[config.mk]
export PLATFORM = sky130hd
export DESIGN_NAME = nested_phase_memory_peak_tracker
export DESIGN_NICKNAME = d
export VERILOG_FILES = /design/src/hw/rtl/npt_pkg.sv /design/src/hw/rtl/npt_ram.sv /design/src/hw/rtl/npt_alu.sv /design/src/hw/rtl/npt_seq.sv /design/src/hw/rtl/nested_phase_memory_peak_tracker.sv
export SDC_FILE = /design/constraint.sdc
export NUM_CORES = 2
export LEC_CHECK = 0
export ABC_AREA = 0
export CAP_MARGIN = 20
export CORE_ASPECT_RATIO = 0.9
export CORE_UTILIZATION = 35
export DETAILED_ROUTE_END_ITERATION = 8
export DONT_BUFFER_PORTS = 1
export PLACE_DENSITY = 0.59
export SLEW_MARGIN = 5
export SYNTH_ARGS = -nofsm -noshare
export SYNTH_HDL_FRONTEND = slang
export SYNTH_SLANG_ARGS = --single-unit
[constraint.sdc]
create_clock -name clock -period 16.33 [get_ports clock]
set_input_delay 2.4495 -clock clock [delete_from_list [all_inputs] [get_ports clock]]
set_output_delay 2.4495 -clock clock [all_outputs]
set_load 0.005 [all_outputs]
[src/hw/rtl/npt_pkg.sv]
// Shared types and constants of the nested phase memory peak tracker.
// Used by the sequencer, the counter unit and the top level; depends on nothing.
`default_nettype none

package npt_pkg;

   localparam int STACK_DEPTH = 16;
   localparam int COUNT_WIDTH = 48;

   localparam int DEPTH_W = $clog2(STACK_DEPTH + 1);
   localparam int ADDR_W  = (STACK_DEPTH > 1) ? $clog2(STACK_DEPTH) : 1;

   localparam int OP_W    = 3;
   localparam int ST_W    = 2;
   localparam int OPEN_W  = 5;
   localparam int AMT_W   = 32;
   localparam int TS_W    = 32;
   localparam int FIELD_W = 48;

   localparam int CNT_W = 2 * COUNT_WIDTH;
   localparam int FRM_W = COUNT_WIDTH + TS_W;

   localparam logic [OP_W-1:0] OP_ALLOC   = 3'd0;
   localparam logic [OP_W-1:0] OP_FREE    = 3'd1;
   localparam logic [OP_W-1:0] OP_REALLOC = 3'd2;
   localparam logic [OP_W-1:0] OP_BEGIN   = 3'd3;
   localparam logic [OP_W-1:0] OP_END     = 3'd4;

   localparam logic [ST_W-1:0] ST_OK        = 2'd0;
   localparam logic [ST_W-1:0] ST_OVERFLOW  = 2'd1;
   localparam logic [ST_W-1:0] ST_UNDERFLOW = 2'd2;

   typedef struct packed {
      logic [OP_W-1:0]  operation;
      logic [AMT_W-1:0] amount;
      logic [AMT_W-1:0] old_amount;
      logic [TS_W-1:0]  timestamp;
   } npt_req_type;

   typedef struct packed {
      logic [ST_W-1:0]    status;
      logic               phase_ended;
      logic [OPEN_W-1:0]  open_phases;
      logic [FIELD_W-1:0] phase_offset;
      logic [FIELD_W-1:0] phase_peak;
      logic [FIELD_W-1:0] phase_current;
      logic [TS_W-1:0]    phase_start;
      logic [TS_W-1:0]    phase_end;
   } npt_rsp_type;

   // One stack level as held in the counter memory.
   typedef struct packed {
      logic [COUNT_WIDTH-1:0] now;
      logic [COUNT_WIDTH-1:0] peak;
   } npt_cnt_type;

   // One stack level as held in the frame memory.
   typedef struct packed {
      logic [COUNT_WIDTH-1:0] offset;
      logic [TS_W-1:0]        start_time;
   } npt_frm_type;

   // Controls from the sequencer to the datapath.
   typedef struct packed {
      logic              busy;
      logic              cnt_rd_en;
      logic              frm_rd_en;
      logic [ADDR_W-1:0] rd_addr;
      logic              cnt_wr_en;
      logic              frm_wr_en;
      logic [ADDR_W-1:0] wr_addr;
      logic              wr_clear;
      logic              sub;
      logic              use_old;
      logic              has_parent;
      logic              rsp_load;
   } npt_ctrl_type;

   // Outcome of the current transaction as the sequencer sees it.
   typedef struct packed {
      logic [ST_W-1:0]    status;
      logic               ended;
      logic [DEPTH_W-1:0] depth;
   } npt_stat_type;

endpackage

`default_nettype wire

[src/hw/rtl/npt_ram.sv]
// Generic simple dual-port RAM: one write port, one read port with registered data.
// Standalone; no package dependencies.
`default_nettype none

module npt_ram #(
   parameter int WIDTH = 8,
   parameter int DEPTH = 16,
   localparam int AW = (DEPTH > 1) ? $clog2(DEPTH) : 1
) (
   input  wire logic             clock,
   input  wire logic             wr_en,
   input  wire logic [AW-1:0]    wr_addr,
   input  wire logic [WIDTH-1:0] wr_data,
   input  wire logic             rd_en,
   input  wire logic [AW-1:0]    rd_addr,
   output logic      [WIDTH-1:0] rd_data
);

   logic [WIDTH-1:0] mem_ff [DEPTH];
   logic [WIDTH-1:0] rd_data_ff;

   always_ff @(posedge clock) begin
      if (wr_en) begin
         mem_ff[wr_addr] <= wr_data;
      end
      if (rd_en) begin
         rd_data_ff <= mem_ff[rd_addr];
      end
   end

   assign rd_data = rd_data_ff;

endmodule

`default_nettype wire

[src/hw/rtl/npt_alu.sv]
// Shared counter unit: adds to or subtracts from one level's usage and raises its peak.
// Depends on npt_pkg for the counter width.
`default_nettype none

module npt_alu (
   input  wire logic [npt_pkg::COUNT_WIDTH-1:0] now_value,
   input  wire logic [npt_pkg::COUNT_WIDTH-1:0] peak_value,
   input  wire logic [npt_pkg::COUNT_WIDTH-1:0] amount_value,
   input  wire logic                            subtract,
   output logic      [npt_pkg::COUNT_WIDTH-1:0] now_next,
   output logic      [npt_pkg::COUNT_WIDTH-1:0] peak_next
);

   // Usage wraps at the counter width; the peak only moves on an add.
   always_comb begin
      if (subtract) begin
         now_next = now_value - amount_value;
      end else begin
         now_next = now_value + amount_value;
      end
      if (!subtract && (now_next > peak_value)) begin
         peak_next = now_next;
      end else begin
         peak_next = peak_value;
      end
   end

endmodule

`default_nettype wire

[src/hw/rtl/npt_seq.sv]
// Sequencer of the tracker: decodes a transaction, walks the open levels and tracks depth.
// Depends on npt_pkg for the control and status structs and the codes.
`default_nettype none

module npt_seq (
   input  wire logic                     clock,
   input  wire logic                     reset,
   input  wire logic                     accept,
   input  wire logic [npt_pkg::OP_W-1:0] operation,
   input  wire logic                     paused,
   input  wire logic                     out_free,
   output npt_pkg::npt_ctrl_type         ctrl,
   output npt_pkg::npt_stat_type         stat
);

   typedef enum logic [5:0] {
      S_IDLE     = 6'b000001,
      S_PASS     = 6'b000010,
      S_BEGIN_RD = 6'b000100,
      S_BEGIN_WR = 6'b001000,
      S_END_RD   = 6'b010000,
      S_DONE     = 6'b100000
   } seq_state_type;

   seq_state_type                   state_ff, state_in;
   logic [npt_pkg::DEPTH_W-1:0]     depth_ff, depth_in;
   logic [npt_pkg::DEPTH_W-1:0]     rd_idx_ff, rd_idx_in;
   logic                            pv_ff, pv_in;
   logic [npt_pkg::ADDR_W-1:0]      wr_addr_ff, wr_addr_in;
   logic                            sub_ff, sub_in;
   logic                            use_old_ff, use_old_in;
   logic                            then_add_ff, then_add_in;
   logic [npt_pkg::ST_W-1:0]        status_ff, status_in;
   logic                            ended_ff, ended_in;

   logic [npt_pkg::DEPTH_W-1:0] depth_m1;
   logic                        counting;
   logic                        rd_issue;

   always_comb begin
      depth_m1    = depth_ff - npt_pkg::DEPTH_W'(1);
      counting    = !paused && (depth_ff != '0);
      rd_issue    = (state_ff == S_PASS) && (rd_idx_ff < depth_ff);

      state_in    = state_ff;
      depth_in    = depth_ff;
      rd_idx_in   = rd_idx_ff;
      pv_in       = pv_ff;
      wr_addr_in  = wr_addr_ff;
      sub_in      = sub_ff;
      use_old_in  = use_old_ff;
      then_add_in = then_add_ff;
      status_in   = status_ff;
      ended_in    = ended_ff;

      ctrl            = '0;
      ctrl.busy       = (state_ff != S_IDLE);
      ctrl.sub        = sub_ff;
      ctrl.use_old    = use_old_ff;
      ctrl.has_parent = (depth_ff != '0);

      case (state_ff)
         S_IDLE: begin
            if (accept) begin
               status_in   = npt_pkg::ST_OK;
               ended_in    = 1'b0;
               rd_idx_in   = '0;
               pv_in       = 1'b0;
               then_add_in = 1'b0;
               state_in    = S_DONE;
               case (operation)
                  npt_pkg::OP_ALLOC: begin
                     if (counting) begin
                        sub_in     = 1'b0;
                        use_old_in = 1'b0;
                        state_in   = S_PASS;
                     end
                  end
                  npt_pkg::OP_FREE: begin
                     if (counting) begin
                        sub_in     = 1'b1;
                        use_old_in = 1'b0;
                        state_in   = S_PASS;
                     end
                  end
                  npt_pkg::OP_REALLOC: begin
                     if (counting) begin
                        sub_in      = 1'b1;
                        use_old_in  = 1'b1;
                        then_add_in = 1'b1;
                        state_in    = S_PASS;
                     end
                  end
                  npt_pkg::OP_BEGIN: begin
                     if (depth_ff >= npt_pkg::DEPTH_W'(npt_pkg::STACK_DEPTH)) begin
                        status_in = npt_pkg::ST_OVERFLOW;
                     end else if (depth_ff != '0) begin
                        state_in = S_BEGIN_RD;
                     end else begin
                        state_in = S_BEGIN_WR;
                     end
                  end
                  npt_pkg::OP_END: begin
                     if (depth_ff == '0) begin
                        status_in = npt_pkg::ST_UNDERFLOW;
                     end else begin
                        state_in = S_END_RD;
                     end
                  end
                  default: begin
                     state_in = S_DONE;
                  end
               endcase
            end
         end
         S_PASS: begin
            // Read one level per cycle; its update is written back the cycle after.
            ctrl.cnt_rd_en = rd_issue;
            ctrl.rd_addr   = rd_idx_ff[npt_pkg::ADDR_W-1:0];
            ctrl.cnt_wr_en = pv_ff;
            ctrl.wr_addr   = wr_addr_ff;
            pv_in          = rd_issue;
            if (rd_issue) begin
               rd_idx_in  = rd_idx_ff + npt_pkg::DEPTH_W'(1);
               wr_addr_in = rd_idx_ff[npt_pkg::ADDR_W-1:0];
            end
            if (!rd_issue && pv_ff) begin
               if (then_add_ff) begin
                  sub_in      = 1'b0;
                  use_old_in  = 1'b0;
                  then_add_in = 1'b0;
                  rd_idx_in   = '0;
               end else begin
                  state_in = S_DONE;
               end
            end
         end
         S_BEGIN_RD: begin
            ctrl.cnt_rd_en = 1'b1;
            ctrl.rd_addr   = depth_m1[npt_pkg::ADDR_W-1:0];
            state_in       = S_BEGIN_WR;
         end
         S_BEGIN_WR: begin
            ctrl.cnt_wr_en = 1'b1;
            ctrl.frm_wr_en = 1'b1;
            ctrl.wr_clear  = 1'b1;
            ctrl.wr_addr   = depth_ff[npt_pkg::ADDR_W-1:0];
            depth_in       = depth_ff + npt_pkg::DEPTH_W'(1);
            state_in       = S_DONE;
         end
         S_END_RD: begin
            ctrl.cnt_rd_en = 1'b1;
            ctrl.frm_rd_en = 1'b1;
            ctrl.rd_addr   = depth_m1[npt_pkg::ADDR_W-1:0];
            depth_in       = depth_m1;
            ended_in       = 1'b1;
            state_in       = S_DONE;
         end
         S_DONE: begin
            ctrl.rsp_load = out_free;
            if (out_free) begin
               state_in = S_IDLE;
            end
         end
         default: begin
            state_in = S_IDLE;
         end
      endcase

      stat.status = status_ff;
      stat.ended  = ended_ff;
      stat.depth  = depth_ff;
   end

   always_ff @(posedge clock) begin
      if (reset) begin
         state_ff    <= S_IDLE;
         depth_ff    <= '0;
         rd_idx_ff   <= '0;
         pv_ff       <= 1'b0;
         wr_addr_ff  <= '0;
         sub_ff      <= 1'b0;
         use_old_ff  <= 1'b0;
         then_add_ff <= 1'b0;
         status_ff   <= npt_pkg::ST_OK;
         ended_ff    <= 1'b0;
      end else begin
         state_ff    <= state_in;
         depth_ff    <= depth_in;
         rd_idx_ff   <= rd_idx_in;
         pv_ff       <= pv_in;
         wr_addr_ff  <= wr_addr_in;
         sub_ff      <= sub_in;
         use_old_ff  <= use_old_in;
         then_add_ff <= then_add_in;
         status_ff   <= status_in;
         ended_ff    <= ended_in;
      end
   end

   a_depth_bound: assert property (@(posedge clock) disable iff (reset)
      depth_ff <= npt_pkg::DEPTH_W'(npt_pkg::STACK_DEPTH))
      else $error("phase stack depth beyond its capacity");

   a_rw_distinct: assert property (@(posedge clock) disable iff (reset)
      (ctrl.cnt_wr_en && ctrl.cnt_rd_en) |-> (ctrl.wr_addr != ctrl.rd_addr))
      else $error("counter memory read and written at the same level");

   a_accept_busy: assert property (@(posedge clock) disable iff (reset)
      ((state_ff == S_IDLE) && accept) |=> (state_ff != S_IDLE))
      else $error("sequencer stayed idle after taking a transaction");

endmodule

`default_nettype wire

[src/hw/rtl/nested_phase_memory_peak_tracker.sv]
// Top level of the nested phase memory peak tracker: ports, memories and result register.
// Depends on npt_pkg, npt_ram, npt_alu and npt_seq.
//
//   Channel  Prefix  Direction  Handshake      Payload
//   request  req_    in         valid / stall  npt_req_type (operation, amounts, timestamp)
//   result   rsp_    out        valid / stall  npt_rsp_type (status, depth, phase record)
//   control  csr_    in         valid / ready  counting_paused bit
//
// An allocate or free that finds a phase open and counting running walks the open levels
// once, and a realloc walks them twice. A nested begin reads the parent level and then
// writes the new one; an outermost begin only writes it, an end only reads the popped
// level, and every other transaction goes straight to its result. The walk goes through
// the single counter unit and the one-read, one-write counter memory, a level at a time.
// Reset is synchronous and active high; it empties the phase stack and clears the pause bit,
// while the level memories stay undefined until a phase is begun. The request side stalls
// while a transaction is in work; a stalled result does not hold off the next request, which
// only waits at its end until the result register is free again.
`default_nettype none

module nested_phase_memory_peak_tracker (
   input  wire logic                  clock,
   input  wire logic                  reset,

   input  wire logic                  req_valid,
   output logic                       req_stall,
   input  wire npt_pkg::npt_req_type  req_data,

   output logic                       rsp_valid,
   input  wire logic                  rsp_stall,
   output npt_pkg::npt_rsp_type       rsp_data,

   input  wire logic                  csr_valid,
   output logic                       csr_ready,
   input  wire logic                  csr_data
);

   // Always writable; software must change it only while idle; the block does not enforce it.
   logic paused_ff, paused_in;

   // The request is held for the whole transaction, since the amounts are reused on
   // every level and the timestamp goes into both a new frame and the end report.
   npt_pkg::npt_req_type req_ff;

   npt_pkg::npt_rsp_type rsp_data_ff, rsp_data_in;
   logic                 rsp_valid_ff, rsp_valid_in;

   npt_pkg::npt_ctrl_type ctrl;
   npt_pkg::npt_stat_type stat;

   logic accept;
   logic out_free;

   npt_pkg::npt_cnt_type cnt_rd;
   npt_pkg::npt_cnt_type cnt_wr;
   npt_pkg::npt_frm_type frm_rd;
   npt_pkg::npt_frm_type frm_wr;

   logic [npt_pkg::COUNT_WIDTH-1:0] amount_value;
   logic [npt_pkg::COUNT_WIDTH-1:0] now_next;
   logic [npt_pkg::COUNT_WIDTH-1:0] peak_next;

   assign req_stall = ctrl.busy;
   assign accept    = req_valid && !req_stall;
   assign csr_ready = 1'b1;

   // The result register can take a new transaction's result when empty or being drained.
   assign out_free  = !rsp_valid_ff || !rsp_stall;

   npt_seq u_seq (
      .clock     (clock),
      .reset     (reset),
      .accept    (accept),
      .operation (req_data.operation),
      .paused    (paused_ff),
      .out_free  (out_free),
      .ctrl      (ctrl),
      .stat      (stat)
   );

   // A realloc first walks the levels with the released size, then with the new one.
   always_comb begin
      if (ctrl.use_old) begin
         amount_value = npt_pkg::COUNT_WIDTH'(req_ff.old_amount);
      end else begin
         amount_value = npt_pkg::COUNT_WIDTH'(req_ff.amount);
      end
   end

   npt_alu u_alu (
      .now_value    (cnt_rd.now),
      .peak_value   (cnt_rd.peak),
      .amount_value (amount_value),
      .subtract     (ctrl.sub),
      .now_next     (now_next),
      .peak_next    (peak_next)
   );

   // A new phase starts with zero usage and peak; otherwise the updated level goes back.
   always_comb begin
      if (ctrl.wr_clear) begin
         cnt_wr = '0;
      end else begin
         cnt_wr.now  = now_next;
         cnt_wr.peak = peak_next;
      end
      // The parent's usage was read just before a nested begin; the outermost gets zero.
      if (ctrl.has_parent) begin
         frm_wr.offset = cnt_rd.now;
      end else begin
         frm_wr.offset = '0;
      end
      frm_wr.start_time = req_ff.timestamp;
   end

   npt_ram #(
      .WIDTH (npt_pkg::CNT_W),
      .DEPTH (npt_pkg::STACK_DEPTH)
   ) u_cnt_ram (
      .clock   (clock),
      .wr_en   (ctrl.cnt_wr_en),
      .wr_addr (ctrl.wr_addr),
      .wr_data (cnt_wr),
      .rd_en   (ctrl.cnt_rd_en),
      .rd_addr (ctrl.rd_addr),
      .rd_data (cnt_rd)
   );

   npt_ram #(
      .WIDTH (npt_pkg::FRM_W),
      .DEPTH (npt_pkg::STACK_DEPTH)
   ) u_frm_ram (
      .clock   (clock),
      .wr_en   (ctrl.frm_wr_en),
      .wr_addr (ctrl.wr_addr),
      .wr_data (frm_wr),
      .rd_en   (ctrl.frm_rd_en),
      .rd_addr (ctrl.rd_addr),
      .rd_data (frm_rd)
   );

   // The popped level's read data stays in the memory output registers until the result
   // is loaded, because no other read is issued in between.
   always_comb begin
      paused_in = paused_ff;
      if (csr_valid) begin
         paused_in = csr_data;
      end

      rsp_data_in             = rsp_data_ff;
      if (ctrl.rsp_load) begin
         rsp_data_in.status      = stat.status;
         rsp_data_in.phase_ended = stat.ended;
         rsp_data_in.open_phases = npt_pkg::OPEN_W'(stat.depth);
         if (stat.ended) begin
            rsp_data_in.phase_offset  = npt_pkg::FIELD_W'(frm_rd.offset);
            rsp_data_in.phase_peak    = npt_pkg::FIELD_W'(cnt_rd.peak);
            rsp_data_in.phase_current = npt_pkg::FIELD_W'(cnt_rd.now);
            rsp_data_in.phase_start   = frm_rd.start_time;
            rsp_data_in.phase_end     = req_ff.timestamp;
         end else begin
            rsp_data_in.phase_offset  = '0;
            rsp_data_in.phase_peak    = '0;
            rsp_data_in.phase_current = '0;
            rsp_data_in.phase_start   = '0;
            rsp_data_in.phase_end     = '0;
         end
      end

      if (ctrl.rsp_load) begin
         rsp_valid_in = 1'b1;
      end else if (rsp_stall) begin
         rsp_valid_in = rsp_valid_ff;
      end else begin
         rsp_valid_in = 1'b0;
      end
   end

   always_ff @(posedge clock) begin
      if (reset) begin
         paused_ff    <= 1'b0;
         rsp_valid_ff <= 1'b0;
      end else begin
         paused_ff    <= paused_in;
         rsp_valid_ff <= rsp_valid_in;
      end
   end

   always_ff @(posedge clock) begin
      if (accept) begin
         req_ff <= req_data;
      end
      rsp_data_ff <= rsp_data_in;
   end

   assign rsp_valid = rsp_valid_ff;
   assign rsp_data  = rsp_data_ff;

   a_load_when_free: assert property (@(posedge clock) disable iff (reset)
      ctrl.rsp_load |-> (!rsp_valid_ff || !rsp_stall))
      else $error("result register overwritten while a result still waits");

   a_ended_ok: assert property (@(posedge clock) disable iff (reset)
      (rsp_valid && rsp_data.phase_ended) |-> (rsp_data.status == npt_pkg::ST_OK))
      else $error("popped phase reported together with an error status");

endmodule

`default_nettype wire

; ---- Yosys cells after proc, flatten, opt, wreduce, memory -nomap -nowiden
; Memories as Yosys holds them, arrays and structs flattened. A register that Yosys moved wholly into a read port is not among the register bits.
; Index checks and enable logic that the tools add are counted.
; Widths: inputs -> output; s select.
[word_totals]
ramBits = 2816
regBits = 341
out_inout_bits = 219
inputBits = 105
n_memories = 2
[memory_table]
columns = memory, words, word_bits, rd, rd_ports_with_merged_regs, wr, line
row1 = u_cnt_ram.mem_ff, 16, 96, 1, 1, 1, npt_ram.sv:19  ; logic [WIDTH-1:0] mem_ff [DEPTH];
row2 = u_frm_ram.mem_ff, 16, 80, 1, 1, 1, npt_ram.sv:19
[classes]
n_lt_le_gt_ge = 3
n_mux = 55
reduce_logical = 31
n_addsub = 5
eq_ne = 23
[ops]
columns = cell, count
row1 = $mux 48, 3
row2 = $mux 96, 1
row3 = $add 48x32->48, 1
row4 = $gt 48x48->1, 1
row5 = $sub 48x32->48, 1
row6 = $mux 6, 7
row7 = $mux 32, 1
row8 = $pmux 6 s5, 1
row9 = $mux 1, 21
row10 = $mux 5, 4
row11 = $pmux 5 s2, 2
row12 = $pmux 1 s2, 9
row13 = $pmux 6 s3, 1
row14 = $pmux 4 s2, 2
row15 = $reduce_and 7->1, 2
row16 = $ne 3x2->1 const B, 4
row17 = $add 5x1->5 const B, 2
row18 = $reduce_and 2->1, 4
row19 = $reduce_or 2->1, 4
row20 = $eq 3x2->1 const B, 2
row21 = $eq 6x1->1 const B, 1
row22 = $eq 6x2->1 const B, 1
row23 = $eq 6x3->1 const B, 1
row24 = $eq 6x4->1 const B, 1
row25 = 24 further kinds, 40

; ---- Depth between registers and ports, before layout
[logic_depth]
word_depth = 7
depth_mapped = 40
ltp_nobuf = 31

; ---- Cells and area by module
; From an unflattened synthesis, not the netlist that was laid out.
[unflattened]
hier_cells = 6303
hier_area_um2 = 130123.5
[by_module_without_submodules]
columns = mod, seq_area_each_um2, instances, cells_each, area_each_um2
row1 = npt_ram (u_cnt_ram), 49007.0, 1, 2460, 60316.6
row2 = npt_ram (u_frm_ram), 40839.2, 1, 2054, 50223.2
row3 = nested_phase_memory_peak_tracker, 9409.0, 1, 749, 12487.0
row4 = npt_alu, 0.0, 1, 830, 5392.7
row5 = npt_seq, 540.5, 1, 210, 1704.1

; ---- Least setup slack after synthesis
; OpenSTA, ideal clock, no wires.
[synth_path]
path_kind = input to register
startpoint = input rsp_stall
endpoint = register rsp_data_ff (netlist bit rsp_data[0]), enable pin
setup_time_ns = 0.864
slack_ns = 2.638
arrival_ns = 12.828
path_stages = 1
required_ns = 15.466
n_path_buf = 0
cell_sequence = a21oi_1
[synth_via]
elab_chain_cells = 3
[synth_rtl]
columns = element, line
row1 = start: declaration, nested_phase_memory_peak_tracker.sv:29  ; input wire logic rsp_stall,
row2 = $logic_not 1->1, nested_phase_memory_peak_tracker.sv:67  ; assign out_free = !rsp_valid_ff || !rsp_stall;
row3 = $logic_or 1x1->1, nested_phase_memory_peak_tracker.sv:67
row4 = $mux 1, npt_seq.sv:62  ; case (state_ff)
row5 = end signal: assignment, nested_phase_memory_peak_tracker.sv:192  ; rsp_data_ff <= rsp_data_in;
row6 = end: declaration, nested_phase_memory_peak_tracker.sv:44  ; npt_pkg::npt_rsp_type rsp_data_ff, rsp_data_in;
; No other way between the ends.
; A chain may end at the register's enable or synchronous reset.

==> flow_metrics.tcl <==
set metrics [dict create \
    status "finished clean" \
    synth_area_sq_um 135000 \
    post_drt_wl_per_cell_microns 25.8 \
    grt_pass1_wl_mm 575 \
    async_reset_ff_share_pct 0 \
    num_vias 85262 \
    final_hold_viol_count 0 \
    synth_fa_ha_area_share_pct 0.972 \
    cts_setup_buffers 0 \
    core-area_sq_um 382000 \
    finalCriticalPeriod_ps 10600 \
    ys_seq_area_share_pct 74.1 \
    place_hpwl_mm 218 \
    clock_sinks 3333 \
    worstSkewPairLatency_ps 980 \
    critPathKind "reg -> reg" \
    yosys_warnings 0 \
    synthTopCellsByArea "edfxtp_1, nand2_1, nand3_1" \
    ctsLongestPathBuffers 4 \
    setup_viol_count_final 0 \
    synth-compound-area-share_pct 4.71 \
    ant_nets 0 \
    synthToLayoutAreaGrowth_pct 12.6 \
    layout-drive-gt1-share_pct 7.22 \
    grt_overflow_total 0 \
    cts_buffers 357 \
    powerDensity_nw_per_um2 119 \
    io_pins 324 \
    syn_area_per_cell_sq_um 13.1 \
    ys_ff_latch 3333 \
    cts_htree_levels 5 \
    synth_edf_count 3304 \
    die-width_microns 656 \
    hp-class "reg -> reg" \
    p_leak_nw 51.7 \
    yosysUniqueCellTypes 71 \
    post-place-ws_ps 5830 \
    fin_ws_ps 5730 \
    num_rows 215 \
    initial_utilization_pct 35.3 \
    grt_antenna_before_repair 86 \
    yosys-top-cells-count "edfxtp_1, nand2_1, nand3_1, clkbuf_1, a311oi_1" \
    layout.nets 10354 \
    viasPerCell 5.45 \
    synth_xor_area_share_pct 0.533 \
    synthMuxAreaShare_pct 0.521 \
    relSlewSlack_pct 16.2 \
    place_congestion 0.886 \
    rsz0062_at_grt "false" \
    yosysTopAreaCellShare_pct 73.7 \
    synth_cells 10277 \
    drt_wl_total_mm 404 \
    synthSimpleGateAreaFrac_pct 16.7 \
    yosys.area.top_type "edfxtp_1" \
    clk_pin_slew_worst_paths_ps 60 \
    placement.io_buffers 0 \
    cp-start-kind "flop" \
    grt_usage_pct 20.1 \
    cp_slowest_stage_delay_ps 900 \
    grt_pass1_vias 81426 \
    final_core_util_pct 39.7 \
    dr.first_iter.drc_count 9544 \
    worst_pin_slew_ps 1260 \
    die_area_sq_um 387000 \
    synthFlopType "edfxtp_1" \
    cap_violations 0 \
    ir_drop_v 0.0000929 \
    clock_skew_ps 109 \
    finalMaxSlewViolations 0 \
    period_share_pct 64.9 \
    path_max_fanout 73 \
    cp-end-kind "flop" \
    fmax_mhz 94.3 \
    cts_tree "yes" \
    drtPass1Iterations 7 \
    hold_buffers 0 \
    yosysMostFrequentCell "edfxtp_1" \
    worstPathArrival_ps 11210 \
    dieHeight_microns 591 \
    synth_nets 10486 \
    grt_max_degree 211 \
    cpMaxStageDelayCell "dfxtp_4" \
    post_cts_resized 0 \
    synth_top_family_by_area "simple AND/OR/NAND/NOR gates" \
    tns_ps 0 \
    drc_errors 0 \
    cts_root_buf "clkbuf_16" \
    required_ps 16940 \
]
## flip-flops by register name, indices dropped and copies added (netlist names)
name               cells
u_cnt_ram.mem_ff    1536
u_frm_ram.mem_ff    1280
rsp_data             216
u_cnt_ram.rd_data     96
u_frm_ram.rd_data     80
req_ff                64
frm_wr                32
u_seq.state_ff         6
u_seq.depth_ff         5
u_seq.rd_idx_ff        5
u_seq.wr_addr_ff       4
u_seq.status_ff        2
paused_ff              1
rsp_valid              1
u_seq.ended_ff         1
u_seq.pv_ff            1
u_seq.sub_ff           1
u_seq.then_add_ff      1
u_seq.use_old_ff       1
## cell type report
class | count | area (sq um)
Antenna cell | 102 | 255
Clock buffer | 438 | 9300
Clock inverter | 210 | 1970
Fill cell | 35144 | 230000
Inverter | 74 | 283
Multi-Input combinational cell | 6195 | 31900
Sequential cell | 3333 | 99800
Tap cell | 5099 | 6380
Timing Repair Buffer | 184 | 1760
## routing by layer
layer  track usage, %  routed length, microns  vias up
met5                0                      13        -
met4             10.1                   20900        2
met3             2.76                   30300      750
met2             33.8                  195000     3974
met1             25.5                  158000    42990
li1                 -                       -    37546
## path summary, 6_finish.rpt
kind                 startpoint  slack (ps)                        to  cells past startpoint
min          u_seq.status_ff[1]         450             rsp_data[215]                      0
max            u_seq.use_old_ff        5730  u_cnt_ram.mem_ff[11][45]                     30
max reg2reg    u_seq.use_old_ff        5730  u_cnt_ram.mem_ff[11][45]                     30
min reg2reg  u_seq.status_ff[1]         450             rsp_data[215]                      0
## where the power goes
group          internal [mW]  switching (mW)
Sequential              9.58          0.0748
Clock                   4.47            3.40
Combinational          0.108           0.380
## per-stage QoR
stage	cell area, sq um	hold WS [ps]	cells	total power [mW]
after floorplan	135000	406	10277	10.1
after global placement	140000	460	14862	10.3
after detailed placement	140000	440	14870	10.3
after CTS	151000	454	15518	18.1
after global routing	152000	465	15618	18.5
final	152000	451	15635	18.0
## cells in the final DEF, fill, tap and decap left out, types with 12 or more instances in the layout
master,Yosys,routed
bufinv_16,0,25
clkbuf_1,422,78
buf_4,85,143
o21a_1,16,13
o21ai_0,36,35
nor2b_1,60,60
nand2_1,2892,2891
a31o_2,16,16
dfxtp_1,29,26
clkinv_1,0,81
buf_12,0,26
nand2b_1,17,17
xor2_1,46,46
inv_1,74,73
edfxtp_1,3304,3304
clkinv_2,0,64
nor3_1,24,22
nor2_1,158,125
and3_1,182,182
a21o_1,53,52
ha_1,103,103
a31oi_1,194,194
a21oi_1,98,96
nor2_4,1,34
nand4_1,24,24
clkbuf_16,0,360
xnor2_1,36,36
inv_6,0,12
diode_2,0,102
mux2i_1,69,69
nand3_1,1429,1429
and2_1,257,257
a311oi_1,353,353
## logic make-up after synthesis
group	Yosys count
compound gates	852
mux	70
other cells	1
flops	3333
buf+inv	749
xor+xnor	82
simple gates	5086
fa+ha+maj	104
## critical path, delay by kind of cell (launching register included)
family                   cells  cell delay [ps]
XOR/XNOR                     2              890
flip-flops                   1              900
multiplexers                 1              330
buffers and inverters        1              850
AND/OR/NAND/NOR              8             2650
adder cells (fa/ha/maj)      3             1060
AO/OA/AOI/OAI               15             3440
No activity file was read; power rests on OpenSTA's default activity.
